===== src/rtl/brd_pkg.sv =====
// Shared types, constants and helpers of the bitmask run decomposer.
// Depends on nothing; every other file imports it.
package brd_pkg;

    localparam int MASK_W   = 13;
    localparam int IDX_W    = 3;
    localparam int RANK_W   = 4;
    localparam int RANK_OFS = 2;
    localparam int QDEPTH   = 4;
    localparam int QPTR_W   = $clog2(QDEPTH);
    localparam int QCNT_W   = $clog2(QDEPTH + 1);

    typedef logic [MASK_W-1:0] t_mask;

    // One classified word as it travels from the front to the back.
    typedef struct packed {
        t_mask            mask;
        logic [IDX_W-1:0] total;
        logic             empty;
    } t_item;

    // Absolute rank of a one-hot bit position; zero when no bit is set.
    function automatic logic [RANK_W-1:0] f_top_rank(input t_mask onehot);
        logic [RANK_W-1:0] r;
        r = '0;
        for (int i = 0; i < MASK_W; i++) begin
            if (onehot[i]) begin
                r = r | RANK_W'(i + RANK_OFS);
            end
        end
        return r;
    endfunction

endpackage


===== src/rtl/brd_front.sv =====
// Input stage of the bitmask run decomposer: takes a mask word, counts its runs.
// Depends on brd_pkg.
module brd_front import brd_pkg::*; (
    input  logic   i_clk,
    input  logic   i_rst_n,
    input  logic   i_suit_valid,
    output logic   o_suit_ready,
    input  t_mask  i_suit_mask,
    output logic   o_push,
    input  logic   i_q_ready,
    output t_item  o_item
);

    logic  r_valid;
    t_item r_item;
    t_item n_item;
    t_mask starts;

    // A run starts wherever a set bit has a clear bit below it.
    always_comb begin
        logic [IDX_W-1:0] cnt;
        cnt    = '0;
        starts = i_suit_mask & ~{i_suit_mask[MASK_W-2:0], 1'b0};
        for (int i = 0; i < MASK_W; i++) begin
            cnt = cnt + {{(IDX_W-1){1'b0}}, starts[i]};
        end
        n_item.mask  = i_suit_mask;
        n_item.total = cnt;
        n_item.empty = (i_suit_mask == '0);
    end

    assign o_suit_ready = !r_valid || i_q_ready;
    assign o_push       = r_valid && i_q_ready;
    assign o_item       = r_item;

    always_ff @(posedge i_clk) begin
        if (!i_rst_n) begin
            r_valid <= 1'b0;
        end else if (o_suit_ready) begin
            r_valid <= i_suit_valid;
        end
    end

    always_ff @(posedge i_clk) begin
        if (i_suit_valid && o_suit_ready) begin
            r_item <= n_item;
        end
    end

endmodule


===== src/rtl/brd_queue.sv =====
// Short queue of classified words between the front and the back.
// Depends on brd_pkg.
module brd_queue import brd_pkg::*; (
    input  logic  i_clk,
    input  logic  i_rst_n,
    input  logic  i_push,
    input  t_item i_item,
    output logic  o_ready,
    output logic  o_valid,
    input  logic  i_pop,
    output t_item o_item
);

    t_item             r_mem [QDEPTH];
    logic [QPTR_W-1:0] r_wr;
    logic [QPTR_W-1:0] r_rd;
    logic [QCNT_W-1:0] r_count;

    assign o_ready = (r_count != QCNT_W'(QDEPTH));
    assign o_valid = (r_count != '0);
    assign o_item  = r_mem[r_rd];

    always_ff @(posedge i_clk) begin
        if (!i_rst_n) begin
            r_wr    <= '0;
            r_rd    <= '0;
            r_count <= '0;
        end else begin
            if (i_push) begin
                r_wr <= r_wr + 1'b1;
            end
            if (i_pop) begin
                r_rd <= r_rd + 1'b1;
            end
            if (i_push && !i_pop) begin
                r_count <= r_count + 1'b1;
            end else if (i_pop && !i_push) begin
                r_count <= r_count - 1'b1;
            end
        end
    end

    always_ff @(posedge i_clk) begin
        if (i_push) begin
            r_mem[r_wr] <= i_item;
        end
    end

    a_count_bound: assert property (@(posedge i_clk) disable iff (!i_rst_n)
        r_count <= QCNT_W'(QDEPTH))
        else $error("queue fill count beyond depth");

    a_no_underflow: assert property (@(posedge i_clk) disable iff (!i_rst_n)
        i_pop |-> o_valid)
        else $error("queue popped while empty");

endmodule


===== src/rtl/brd_back.sv =====
// Run peeling stage: emits one run description per cycle into an output register unless stalled.
// Depends on brd_pkg.
module brd_back import brd_pkg::*; (
    input  logic              i_clk,
    input  logic              i_rst_n,
    input  logic              i_q_valid,
    input  t_item             i_q_item,
    output logic              o_pop,
    output logic              o_run_valid,
    input  logic              i_run_ready,
    output logic [IDX_W-1:0]  o_run_index,
    output logic [RANK_W-1:0] o_run_top_rank,
    output t_mask             o_run_lower_bits,
    output t_mask             o_run_all_bits,
    output t_mask             o_gap_bits,
    output logic [IDX_W-1:0]  o_run_total,
    output logic              o_is_empty,
    output logic              o_is_last
);

    logic             r_act;
    t_mask            r_rem;
    t_mask            r_above;
    logic [IDX_W-1:0] r_idx;
    logic [IDX_W-1:0] r_total;
    logic             r_empty;

    logic              r_ovalid;
    logic [IDX_W-1:0]  r_oidx;
    logic [RANK_W-1:0] r_orank;
    t_mask             r_olower;
    t_mask             r_oall;
    t_mask             r_ogap;
    logic [IDX_W-1:0]  r_ototal;
    logic              r_oempty;
    logic              r_olast;

    t_mask low, sum, all, top, gap, n_rem, n_above;
    logic  out_en, emit, last, load;

    // The lowest set bit, added back in, carries through the whole run.
    always_comb begin
        low     = r_rem & (~r_rem + 1'b1);
        sum     = r_rem + low;
        all     = r_rem & ~sum;
        top     = all & ~{1'b0, all[MASK_W-1:1]};
        gap     = r_above & (low - 1'b1);
        n_rem   = r_rem & ~all;
        n_above = ~(top | (top - 1'b1));
        last    = r_empty || (n_rem == '0);
    end

    assign out_en = !r_ovalid || i_run_ready;
    assign emit   = out_en && r_act;
    assign load   = i_q_valid && (!r_act || (emit && last));
    assign o_pop  = load;

    always_ff @(posedge i_clk) begin
        if (!i_rst_n) begin
            r_act    <= 1'b0;
            r_ovalid <= 1'b0;
        end else begin
            if (load) begin
                r_act <= 1'b1;
            end else if (emit && last) begin
                r_act <= 1'b0;
            end
            if (out_en) begin
                r_ovalid <= r_act;
            end
        end
    end

    always_ff @(posedge i_clk) begin
        if (load) begin
            r_rem   <= i_q_item.mask;
            r_above <= '0;
            r_idx   <= '0;
            r_total <= i_q_item.total;
            r_empty <= i_q_item.empty;
        end else if (emit) begin
            r_rem   <= n_rem;
            r_above <= n_above;
            r_idx   <= r_idx + 1'b1;
        end
        if (emit) begin
            r_oidx   <= r_idx;
            r_orank  <= f_top_rank(top);
            r_olower <= all ^ top;
            r_oall   <= all;
            r_ogap   <= gap;
            r_ototal <= r_total;
            r_oempty <= r_empty;
            r_olast  <= last;
        end
    end

    assign o_run_valid      = r_ovalid;
    assign o_run_index      = r_oidx;
    assign o_run_top_rank   = r_orank;
    assign o_run_lower_bits = r_olower;
    assign o_run_all_bits   = r_oall;
    assign o_gap_bits       = r_ogap;
    assign o_run_total      = r_ototal;
    assign o_is_empty       = r_oempty;
    assign o_is_last        = r_olast;

    a_empty_is_last: assert property (@(posedge i_clk) disable iff (!i_rst_n)
        (r_ovalid && r_oempty) |-> r_olast)
        else $error("empty result not marked last");

    a_index_in_range: assert property (@(posedge i_clk) disable iff (!i_rst_n)
        (r_ovalid && !r_oempty) |-> (r_oidx < r_ototal))
        else $error("run index not below run total");

    a_runs_left: assert property (@(posedge i_clk) disable iff (!i_rst_n)
        (r_act && !r_empty) |-> (r_rem != '0))
        else $error("active word has no runs left");

    a_stay_active: assert property (@(posedge i_clk) disable iff (!i_rst_n)
        (emit && !last) |=> r_act)
        else $error("word dropped before its last run");

endmodule


===== src/rtl/bitmask_run_decomposer.sv =====
// Top level of the bitmask run decomposer: front stage, queue and run peeling back end.
// Depends on brd_pkg, brd_front, brd_queue and brd_back.
//
//   Channel   Direction  Handshake                     Word
//   suit      in         i_suit_valid / o_suit_ready   i_suit_mask
//   run       out        o_run_valid  / i_run_ready    o_run_index .. o_is_last
//
// The back end delivers one run description per cycle unless the run channel stalls,
// giving n for a mask with n runs (one for an empty mask), at most seven in all.
// The front stage takes a new mask word every cycle while the four-word queue
// has room; a word goes through the front register, queue and back end to the output.
// Reset clears only the valid flags, queue pointers and queue count. A stall on the run
// channel holds the output register and backs up through the queue to the front.
module bitmask_run_decomposer import brd_pkg::*; (
    input  logic              i_clk,
    input  logic              i_rst_n,
    input  logic              i_suit_valid,
    output logic              o_suit_ready,
    input  logic [MASK_W-1:0] i_suit_mask,
    output logic              o_run_valid,
    input  logic              i_run_ready,
    output logic [IDX_W-1:0]  o_run_index,
    output logic [RANK_W-1:0] o_run_top_rank,
    output logic [MASK_W-1:0] o_run_lower_bits,
    output logic [MASK_W-1:0] o_run_all_bits,
    output logic [MASK_W-1:0] o_gap_bits,
    output logic [IDX_W-1:0]  o_run_total,
    output logic              o_is_empty,
    output logic              o_is_last
);

    // The front classifies each word (run count, empty flag) and hands it on.
    logic  push;
    logic  q_ready;
    t_item front_item;

    // The queue lets the front keep taking words while the back peels runs.
    logic  q_valid;
    logic  pop;
    t_item q_item;

    brd_front u_front (
        .i_clk        (i_clk),
        .i_rst_n      (i_rst_n),
        .i_suit_valid (i_suit_valid),
        .o_suit_ready (o_suit_ready),
        .i_suit_mask  (i_suit_mask),
        .o_push       (push),
        .i_q_ready    (q_ready),
        .o_item       (front_item)
    );

    brd_queue u_queue (
        .i_clk   (i_clk),
        .i_rst_n (i_rst_n),
        .i_push  (push),
        .i_item  (front_item),
        .o_ready (q_ready),
        .o_valid (q_valid),
        .i_pop   (pop),
        .o_item  (q_item)
    );

    // The back strips the lowest run off the word each cycle unless the run channel stalls, and moves on to
    // the next queued word in the same cycle as it emits the last run.
    brd_back u_back (
        .i_clk            (i_clk),
        .i_rst_n          (i_rst_n),
        .i_q_valid        (q_valid),
        .i_q_item         (q_item),
        .o_pop            (pop),
        .o_run_valid      (o_run_valid),
        .i_run_ready      (i_run_ready),
        .o_run_index      (o_run_index),
        .o_run_top_rank   (o_run_top_rank),
        .o_run_lower_bits (o_run_lower_bits),
        .o_run_all_bits   (o_run_all_bits),
        .o_gap_bits       (o_gap_bits),
        .o_run_total      (o_run_total),
        .o_is_empty       (o_is_empty),
        .o_is_last        (o_is_last)
    );

endmodule

===== config.mk =====
export PLATFORM = sky130hd
export DESIGN_NAME = bitmask_run_decomposer
export DESIGN_NICKNAME = d
export VERILOG_FILES = /design/src/rtl/brd_pkg.sv /design/src/rtl/brd_front.sv /design/src/rtl/brd_queue.sv /design/src/rtl/brd_back.sv /design/src/rtl/bitmask_run_decomposer.sv
export SDC_FILE = /design/constraint.sdc
export NUM_CORES = 1
export LEC_CHECK = 0
export BUFFER_PORTS_ARGS = -buffer_cell sky130_fd_sc_hd__buf_2
export CORE_ASPECT_RATIO = 1.75
export CORE_MARGIN = 3
export CORE_UTILIZATION = 28
export CTS_CLUSTER_SIZE = 16
export DETAILED_ROUTE_END_ITERATION = 12
export GPL_TIMING_DRIVEN = 0
export SLEW_MARGIN = 20
export SYNTH_ARGS = -nofsm -noshare
export SYNTH_HDL_FRONTEND = slang
export SYNTH_SLANG_ARGS = --single-unit

===== constraint.sdc =====
create_clock -name i_clk -period 3.9 [get_ports i_clk]
set_input_delay 0.39 -clock i_clk [delete_from_list [all_inputs] [get_ports i_clk]]
set_output_delay 0.39 -clock i_clk [all_outputs]
set_load 0.02 [all_outputs]

Word-level counts from Yosys, hierarchy flattened --
Memory sizes are Yosys's and may differ from the RTL's. A register that Yosys moved wholly into a read port is not among the register bits. Cells that the tools add are included. W data, S select, Z words.
Storage, ports and cells: flip-flop bits (word level) 111, memory bits (writable) 68, output and inout bits 53, memories kept 1
Cells by class: $add $sub $neg 21, equal/unequal tests 1, muxes and demuxes 22, bitwise logic cells 14, reductions and logical operators 24
Memories:
- u_queue.r_mem | depth 4, bits a word 17, rd ports 1, clocked after Yosys merged registers in 1, write ports 1, line brd_queue.sv:14 | t_item r_mem [QDEPTH];
Operators with widths (count):
- $and A13 B13 Y13 | 6
- $not A13 Y13 | 5
- $add A3 B1 Y3 | 11
- $logic_not A13 Y1 | 2
- $mux W13 | 2
- $sub A13 B1 Y13 const B | 2
- $mux W4 | 6
- $mux W3 | 6
- $add A13 B1 Y13 const B | 1
- $add A13 B13 Y13 | 1
- $not A12 Y13 | 1
- $or A13 B13 Y13 | 1
- $xor A13 B13 Y13 | 1
- $mux W2 | 4
- $logic_and A1 B1 Y1 | 7
- $reduce_or A7 Y1 | 1
- $add A3 B1 Y3 const B | 2
- $reduce_bool A2 Y1 | 3
- $logic_not A1 Y1 | 5
- $add A2 B1 Y2 const B | 2
- $logic_or A1 B1 Y1 | 4
- $mux W1 | 4
- $ne A3 B3 Y1 const B | 1
- $reduce_bool A3 Y1 | 1
- other kinds (3) | 3

Longest topological paths before layout --
Gate-level depths: netlist (run 1).
depth after elaboration 20, depth in mapped cells 16

By module --
From an unflattened synthesis (run 1), not the netlist that was laid out.
Second synthesis, totals: cell total of the unflattened synthesis 480, area total of the unflattened synthesis 7307.0 um^2
Modules (own cells, without submodules):
- brd_back | instances 1, cells each 288, area an instance 3488.3 um^2
- brd_queue | instances 1, cells each 133, area an instance 2939.1 um^2
- brd_front | instances 1, cells each 59, area an instance 879.6 um^2

Least setup slack after synthesis (run 1) --
Ideal clock, no wire load.
path type in2reg, start point in i_suit_mask[1], end point reg u_front.r_item (netlist bit u_front.o_item[3]) (data pin), setup time 260 ps, arrival 3366 ps, slack 274 ps, cell stages on the path 11, path buffers 0, path through nand2b_1 fa_1 fa_1 fa_1 fa_1 inv_1 ha_1 inv_1 fa_1 xnor2_1 xnor2_1
RTL lines:
- start, declared | line bitmask_run_decomposer.sv:19 | input logic [MASK_W-1:0] i_suit_mask,
- end signal, assigned | line brd_front.sv:46 | r_item <= n_item;
- end, declared | line brd_front.sv:15 | t_item r_item;

Worst setup path after layout (run 1) --
start point reg u_back.r_rem[0], end point reg u_queue.r_count[2]
Between the ends: word-level cells in the longest chain between the ends 16, elaborated cells between the ends (all ways) 18
RTL lines:
- start, declared | line brd_back.sv:22 | t_mask r_rem;
- start signal, assigned | line brd_back.sv:76 | r_rem <= i_q_item.mask;
- start signal, assigned | line brd_back.sv:82 | r_rem <= n_rem;
- $not A13 Y13 | line brd_back.sv:43 | low = r_rem & (~r_rem + 1'b1);
- $add A13 B1 Y13 | line brd_back.sv:43
- $and A13 B13 Y13 | line brd_back.sv:43
- $add A13 B13 Y13 | line brd_back.sv:44 | sum = r_rem + low;
- $not A13 Y13 | line brd_back.sv:45 | all = r_rem & ~sum;
- $and A13 B13 Y13 | line brd_back.sv:45
- $not A13 Y13 | line brd_back.sv:48 | n_rem = r_rem & ~all;
- $and A13 B13 Y13 (*) | line brd_back.sv:48
- $logic_not A13 Y1 (*) | line brd_back.sv:50 | last = r_empty || (n_rem == '0);
- $logic_or A1 B1 Y1 (*) | line brd_back.sv:50
- $logic_and A1 B1 Y1 (*) | line brd_back.sv:55 | assign load = i_q_valid && (!r_act || (emit && last));
- $logic_or A1 B1 Y1 (*) | line brd_back.sv:55
- $logic_and A1 B1 Y1 (*) | line brd_back.sv:55
- $logic_not A1 Y1 | line brd_queue.sv:35 | if (i_push && !i_pop) begin
- $logic_and A1 B1 Y1 | line brd_queue.sv:35
- $mux W3 / $reduce_bool A2 Y1 (equally long branches)
- end signal, assigned | line brd_queue.sv:36 | r_count <= r_count + 1'b1;
- end signal, assigned | line brd_queue.sv:38 | r_count <= r_count - 1'b1;
- end, declared | line brd_queue.sv:17 | logic [QCNT_W-1:0] r_count;
Mark *: on every way between the ends. The rest lies on a longest branch, timed or not. A chain may end at the register's enable or synchronous reset.

==> impl_results.md, run 1 <==
- DRC errors left: 0
- Slew Limit Fails: 0
- Post-route cell area: roughly 0.0087 mm²
- Post-route minimum period: between 3 and 4 ns
- Rows: between 70 and 80
- Met2 Usage GRT: 19.8%
- Hold bufs inserted after CTS: 0
- Max-cap violations: 0
- Area growth, synth to finish: 19.1%
- Input/output buffers: 67
- Worst Path Required: approximately 4.3 ns
- Synth async-reset ratio: 0%
- Tot GR Track Use: 10.7%
- Dpl cells: between 800 and 900
- Detail Route Antenna Nets: 0
- Met1 GRT Util: 10.9%
- Top-Level Pins: 70
- Post-Synthesis Cells: 500
- Crit. End Element: flop
- Slew @ Worst Pin: between 0.9 and 1 ns
- Multi-input logic area: 0.00209 mm²
- Crit Path Max Fanout: 19
- Reg area: about 0.0051 mm²
- Setup_tns: 0 ns
- Number of enable flip-flop cells after synthesis: 151
- Initial Util: about 29%
- XOR/XNOR Fraction of Synth Area: less than 1%
- Status: completed
- Hold crit path type: input port to flop
- Peak supply drop: ~0.32 mV
- Die outline width: approximately 130 µm
- Synthesized area: roughly 0.0073 mm²
- R2R setup slack: approximately 0.23 ns
- CTS max path bufs: 2
- CTS buffer count: 17
- Final Hold Vio Count: 0
- Core area: ~0.026 mm²
- Fmax: 273 MHz
- TritonRoute pass-1 iters: 4
- Critical Path Source Type: flop
- Leak Pwr: ~3.2 nW
- Root Buffer Master: clkbuf_16
- Reg2reg path depth: 14
- Grt ovf: 0
- DRT iter0 DRCs: roughly 270
- Layout cells sized above 1: a little under a quarter
- GR Util met3: approximately 3.0%
- RSZ-0062 raised after global routing: no
- Fillers: ~2,500
- Mux share of post-synthesis cell area: about 5.5%
- Grt peak-use layer: met2
- Via count: 4,208
- Antenna diode count: 0
- Die Y: between 200 and 250 µm
- Nets: between 600 and 700
- Synth Register Bits: around 180
- Finished Layout Cells: roughly 920
- Reg2Reg Launch Point: u_back.r_rem[0]
- Final setup vio count: 0
- Clock latency on the worst-skew pair: around 0.43 ns
- Largest family of logic cells by synthesized area: simple AND/OR/NAND/NOR gates
- Initial antenna violation count: 0
- Post-synth cell types: 60
- Max-slew headroom: 38.4%
- Yosys warnings: 0
- Vias in the first global route: 4,219
- Tcrit/Tclk final: between 90 and 100%
- Die ar.: around 0.028 mm²
- Routability cong.: between 0.7 and 0.8
- Syn_area_per_cell: about 15 µm²
- Most frequent cells in the layout: 151 x edfxtp_1, 73 x buf_2, 40 x nor2_1
- Dpl hpwl: approximately 11,000 µm
- Clock transition at path regs: 0.07 ns
- Skew final: between 0.009 and 0.01 ns
- Top_reg_cell synth: edfxtp_1
- Largest net degree at the start of global routing: 59
- Simple-gate share of the synthesized area: 11.7%
- Cell Pwr Density: around 790 mW/mm²
- Compound-Gate Fraction of Synth Area: 6.00%
- RR Endpoint: u_queue.r_count[2]
- CTS tree: yes
- Most common cell after layout, fill and taps aside: edfxtp_1
- Clock sink count: roughly 180
- Placed cell areas: about 0.008 mm²
- Vias/cell: 4.58
- Critical Path End: u_queue.r_count[2]
- Setup CP Type: flop to flop
- Crit path DAT: 4.02 ns
- Htree depth: 4
- Avg WL per Cell: roughly 16 µm
- Routed WL: 14,600 µm
- First-pass GRT wire length: 22,900 µm
- Synth Area in Adders: under 10%
- Crit path launch: u_back.r_rem[0]
- Sequential area share after synthesis: between 60% and 70%
## how the worst min path moves through the flow
stage	start	endpoint	slack (ns)	cells after the start
5_1_grt	i_suit_mask[0]	u_front.o_item[4]	0.15	1
3_3_place_gp	u_back.r_total[1]	u_back.o_run_total[1]	0.41	0
4_1_cts	i_suit_mask[12]	u_front.o_item[16]	0.15	1
3_5_place_dp	u_back.r_total[1]	u_back.o_run_total[1]	0.41	0
2_1_floorplan	u_back.r_total[0]	u_back.o_run_total[0]	0.40	0
6_report	i_suit_mask[0]	u_front.o_item[4]	0.17	1
## power breakdown
group	leakage, nW	switching, W	internal [W]
registers	1.65	0.000195	0.00270
clock network	0.292	0.000825	0.000870
logic	1.22	0.00148	0.000821
total	3.16	0.00250	0.00439
## critical path: stages (launching register included)
cell and delay [ns]:
edfxtp_1 0.53, or4_4 0.63, nor3_4 0.18, a21oi_2 0.10, o32a_1 0.37, a211oi_4 0.36, a21o_1 0.21, buf_8 0.19
inv_1 0.06, ha_1 0.20, inv_1 0.07, fa_1 0.17, xor2_1 0.08, or3_1 0.29, a21boi_0 0.16
## cell type report
type / instances / share of cell area [%]
flip-flops and latches: 178 / 58.0
multi-input cells: 276 / 23.9
clock buffers: 17 / 4.86
well taps: 316 / 4.52
repair buffers: 70 / 4.14
clock inverters: 15 / 2.06
plain buffers: 24 / 1.55
inverters: 23 / 0.987
## registers in the layout, indices dropped and copies added, names as in the netlist, 2 cells and up, named ones only
register,flops
u_front.o_item,17
u_queue.r_wr,2
u_back.o_gap_bits,12
u_queue.r_count,3
u_back.r_above,12
u_back.r_total,3
u_back.r_idx,3
u_back.o_run_lower_bits,12
u_queue.r_mem,68
u_back.o_run_all_bits,13
u_queue.r_rd,2
u_back.o_run_total,3
u_back.o_run_index,3
u_back.o_run_top_rank,4
u_back.r_rem,13
## cells by family after synthesis
group                      Yosys count
buffers and inverters               48
adders and majority gates           17
DFF                                178
other                                1
AOI/OAI and AO/OA                   65
muxes                               19
and+or+nand+nor                    164
xor gates and xnor gates             8
## synth_stat cells, drive strengths merged, types with 3 or more instances
master,instances,area (µm²)
edfxtp,151,4530
nor2,42,158
nand2,38,143
dfxtp,27,541
inv,22,82.6
and2,19,119
mux4,17,383
nand2b,17,106
a21oi,16,83.8
buf,14,87.6
o21ai,12,60.1
clkbuf,11,41.3
nor2b,10,62.6
ha,9,113
fa,8,160
and3,6,37.5
o31ai,6,45.0
xnor2,6,52.6
nor3,5,36.3
nor3b,5,37.5
a211oi,4,35.0
nand3,4,20.0
nor4,4,31.3
a21boi,3,22.5
o21a,3,22.5
o22ai,3,18.8
## stage by stage
stage	hold slack [ns]	util (%)	worst slack [ns]	total power, W
after floorplan	0.400	-	0.274	0.00453
after global placement	0.406	31.6	-0.234	0.00520
after detailed placement	0.415	31.8	-0.267	0.00524
after CTS	0.153	34.2	0.0399	0.00695
after global routing	0.150	34.3	0.0220	0.00729
final	0.169	34.3	0.235	0.00689
## metal layers
layer | routed length (µm) | share of wire (%) | vias to the layer above
li1 | - | - | 2030
met5 | 0 | 0 | -
met2 | 8220 | 56 | 99
met4 | 472 | 3.2 | 0
met1 | 5270 | 36 | 2059
met3 | 634 | 4.3 | 20
## repair_timing
action                     4_1_cts  5_1_grt
cloned                           0        0
resized for setup                3        4
setup endpoints to repair        2        2
buffers inserted                 0        1
pin swaps                        0        3
No activity file was read; power rests on OpenSTA's default activity.
==> run 2, diff against run 1 <==
- CAP_MARGIN: default -> 20
- CELL_PAD_IN_SITES_DETAIL_PLACEMENT: default -> 1
- CELL_PAD_IN_SITES_GLOBAL_PLACEMENT: default -> 2
- PLACE_DENSITY_LB_ADDON: default -> 0.1
==> run 2 against run 1 <==
  * Cell count up 0.76%
  * Cell area up 0.82%
  * Highest routed layer unchanged
  * Register-to-register slack worse by 0.02 ns
  * Hold slack worse by 0.022 ns
  * Critical path depth up 1
  * Count of clock-buffer cells in the layout unchanged
  * Critical endpoint unchanged
==> impl_results.md, run 2 (synthesis gave the netlist of run 1 again) <==
- RR Endpoint: u_queue.r_count[2] (unchanged)
- Worst Path Required: 4.26 ns (about the same)
- DRC errors left: 0 (unchanged)
- Peak supply drop: 0.318 mV (was 0.321 mV)
- Fmax: 271 MHz (was 273 MHz)
- Largest net degree at the start of global routing: 47 (was 59)
- Top-Level Pins: 70 (unchanged)
- Combinational share of power: 35.0% (was 33.4%)
- Hold path startpoint: i_suit_mask[0] (unchanged)
- CTS tree: yes (unchanged)
- Layout cells sized above 1: 24.8% (was 23.4%)
- Setup_tns: 0 ns (unchanged)
- Via count: 4,257 (was 4,208)
- Final WS setup: 0.211 ns (was 0.235 ns)
- Hold path depth: 1 (unchanged)
- Skew final: 0.00897 ns (was 0.00913 ns)
- DRT iter0 DRCs: 209 (was 267)
- Reg2reg path depth: 15 (was 14)
- Leak Pwr: 3.19 nW (was 3.16 nW)
- Tot GR Track Use: 12.7% (was 10.7%)
- Switching power: 0.00255 W (was 0.00250 W)
- Avg WL per Cell: 18.4 µm (was 15.9 µm)
- Status: completed (unchanged)
- Root Buffer Master: clkbuf_16 (unchanged)
- Multi-input logic area: 0.00211 mm² (was 0.00209 mm²)
- Routed WL: 17,100 µm (was 14,600 µm)
- Slew Limit Fails: 0 (unchanged)
- Clock latency on the worst-skew pair: 0.44 ns (was 0.43 ns)
- Htree depth: 4 (unchanged)
- Sw frac: 36.0% (was 36.3%)
- Routability cong.: 0.741 (was 0.782)
- Initial Util: 28.8% (unchanged)
- Reg area: 0.00507 mm² (unchanged)
- Fillers: 2,651 (was 2,465)
- Rows: 77 (unchanged)
- Input/output buffers: 67 (unchanged)
- Clock sink count: 178 (unchanged)
- RSZ-0062 raised after global routing: no (unchanged)
- Die Y: 220 µm (unchanged)
- Slew @ Worst Pin: 1.02 ns (was 0.924 ns)
- Initial antenna violation count: 0 (unchanged)
- Clock transition at path regs: 0.07 ns (about the same)
- Core area: 0.0255 mm² (unchanged)
- Crit. End Element: flop (unchanged)
- Max-cap violations: 0 (unchanged)
- Max-slew headroom: 32.3% (was 38.4%)
- TritonRoute pass-1 iters: 4 (unchanged)
- Internal power: 0.00452 W (was 0.00439 W)
- Nets: 632 (was 624)
- Antenna diode count: 0 (unchanged)
- Most common cell after layout, fill and taps aside: edfxtp_1 (unchanged)
- R2R setup slack: 0.21 ns (was 0.23 ns)
- Reg2Reg Launch Point: u_back.r_rem[2] (was u_back.r_rem[0])
- Vias in the first global route: 4,725 (was 4,219)
- Crit Path Max Fanout: 19 (unchanged)
- Die outline width: 128 µm (unchanged)
- Post-route minimum period: 3.69 ns (was 3.67 ns)
- Post-place setup slack: -0.638 ns (was -0.267 ns)
- Biggest register: u_queue.r_mem (unchanged)
- Dpl hpwl: 12,600 µm (was 10,700 µm)
- Tcrit/Tclk final: 94.6% (was 94.0%)
- Detail Route Antenna Nets: 0 (unchanged)
- Crit path launch: u_back.r_rem[2] (was u_back.r_rem[0])
- Critical Path End: u_queue.r_count[2] (unchanged)
- Vias/cell: 4.60 (was 4.58)
- Final setup vio count: 0 (unchanged)
- Area growth, synth to finish: 20.1% (was 19.1%)
- Setup CP Type: flop to flop (unchanged)
- First-pass GRT wire length: 26,500 µm (was 22,900 µm)
- Final Hold Vio Count: 0 (unchanged)
- CTS max path bufs: 2 (unchanged)
- Clk pwr share: 24.0% (was 24.6%)
- Max reg flops: 68 (unchanged)
- Hold crit path type: input port to flop (unchanged)
- Die ar.: 0.0283 mm² (unchanged)
- Most frequent cells in the layout: 151 x edfxtp_1, 73 x buf_2, 40 x nor2_1 (unchanged)
- CTS buffer count: 17 (unchanged)
- Sequential Power Share: 40.9% (was 42.0%)
- Critical Path Source Type: flop (unchanged)
- Grt ovf: 0 (unchanged)
- Crit path DAT: 4.05 ns (was 4.02 ns)
- Cell Pwr Density: 801 mW/mm² (was 787 mW/mm²)
[run 2: changes by cell type in the layout (fill, tap and decap cells not counted), moves of 2 or more]
| cell | before | now |
|---|---|---|
| clkinv_2 | 0 | 3 |
| bufinv_16 | 0 | 2 |
| clkinv_8 | 5 | 0 |
| buf_12 | 0 | 2 |
| inv_8 | 5 | 1 |
| clkinvlp_4 | 1 | 3 |
| buf_4 | 4 | 11 |
[run 2: metrics by stage]
stage | instances | util, % | hold slack (ns) | instance area, µm² | total power [W]
final | 926 | 34.5 | 0.147 | 8820 | 0.00706
after global routing | 926 | 34.5 | 0.140 | 8820 | 0.00753
after CTS | 919 | 34.2 | 0.127 | 8740 | 0.00717
after detailed placement | 887 | 31.8 | 0.415 | 8120 | 0.00541
after global placement | 885 | 31.6 | 0.404 | 8080 | 0.00532
after floorplan | 502 | - | 0.400 | 7350 | 0.00453
[run 2: per-layer routing]
metal / vias up / global-route usage (%) / routed length, µm
met5: - / 0 / 0
met2: 68 / 24.7 / 9900
met3: 23 / 2.87 / 499
met1: 2134 / 12.4 / 6150
met4: 0 / 5.81 / 505
li1: 2032 / - / -
[run 2: worst min-delay path by stage]
stage                            endpoint
finish                  u_front.o_item[4]
global route            u_front.o_item[4]
CTS                     u_front.o_item[4]
detailed placement  u_back.o_run_total[1]
global placement    u_back.o_run_total[0]
floorplan           u_back.o_run_total[0]
[run 2: critical path: stages (launching register included)]
cell and delay [ns]:
edfxtp_1 0.38, buf_6 0.15, or4_4 0.53, nor3_4 0.24
a21oi_4 0.08, o32a_1 0.41, a211oi_4 0.37, a21o_1 0.22
buf_12 0.17, inv_1 0.06, ha_1 0.20, inv_1 0.07
fa_1 0.18, xor2_1 0.08, or3_1 0.30, a21boi_0 0.17
[run 2: cell type report]
cell class | instances | area share (%)
buffer | 24 | 1.59
clock buffer | 17 | 4.83
clock inverter | 14 | 1.73
inverter | 23 | 0.979
multi-input combinational | 276 | 23.9
sequential | 178 | 57.6
tap | 316 | 4.48
timing repair buffer | 78 | 4.92
[run 2: power groups by stage]
stage                     logic (W)  clock network (W)  registers [W]
after floorplan             0.00141                  0        0.00313
after global placement      0.00237                  0        0.00295
after detailed placement    0.00245                  0        0.00296
after CTS                   0.00251            0.00175        0.00290
after global routing        0.00276            0.00182        0.00295
final                       0.00248            0.00170        0.00289
[run 2: what timing repair did]
item,4_1_cts,5_1_grt
endpoints found under the setup margin,3,2
hold buffers,0,0
pin swaps,0,4
buffers inserted,2,7
resized for setup,7,5
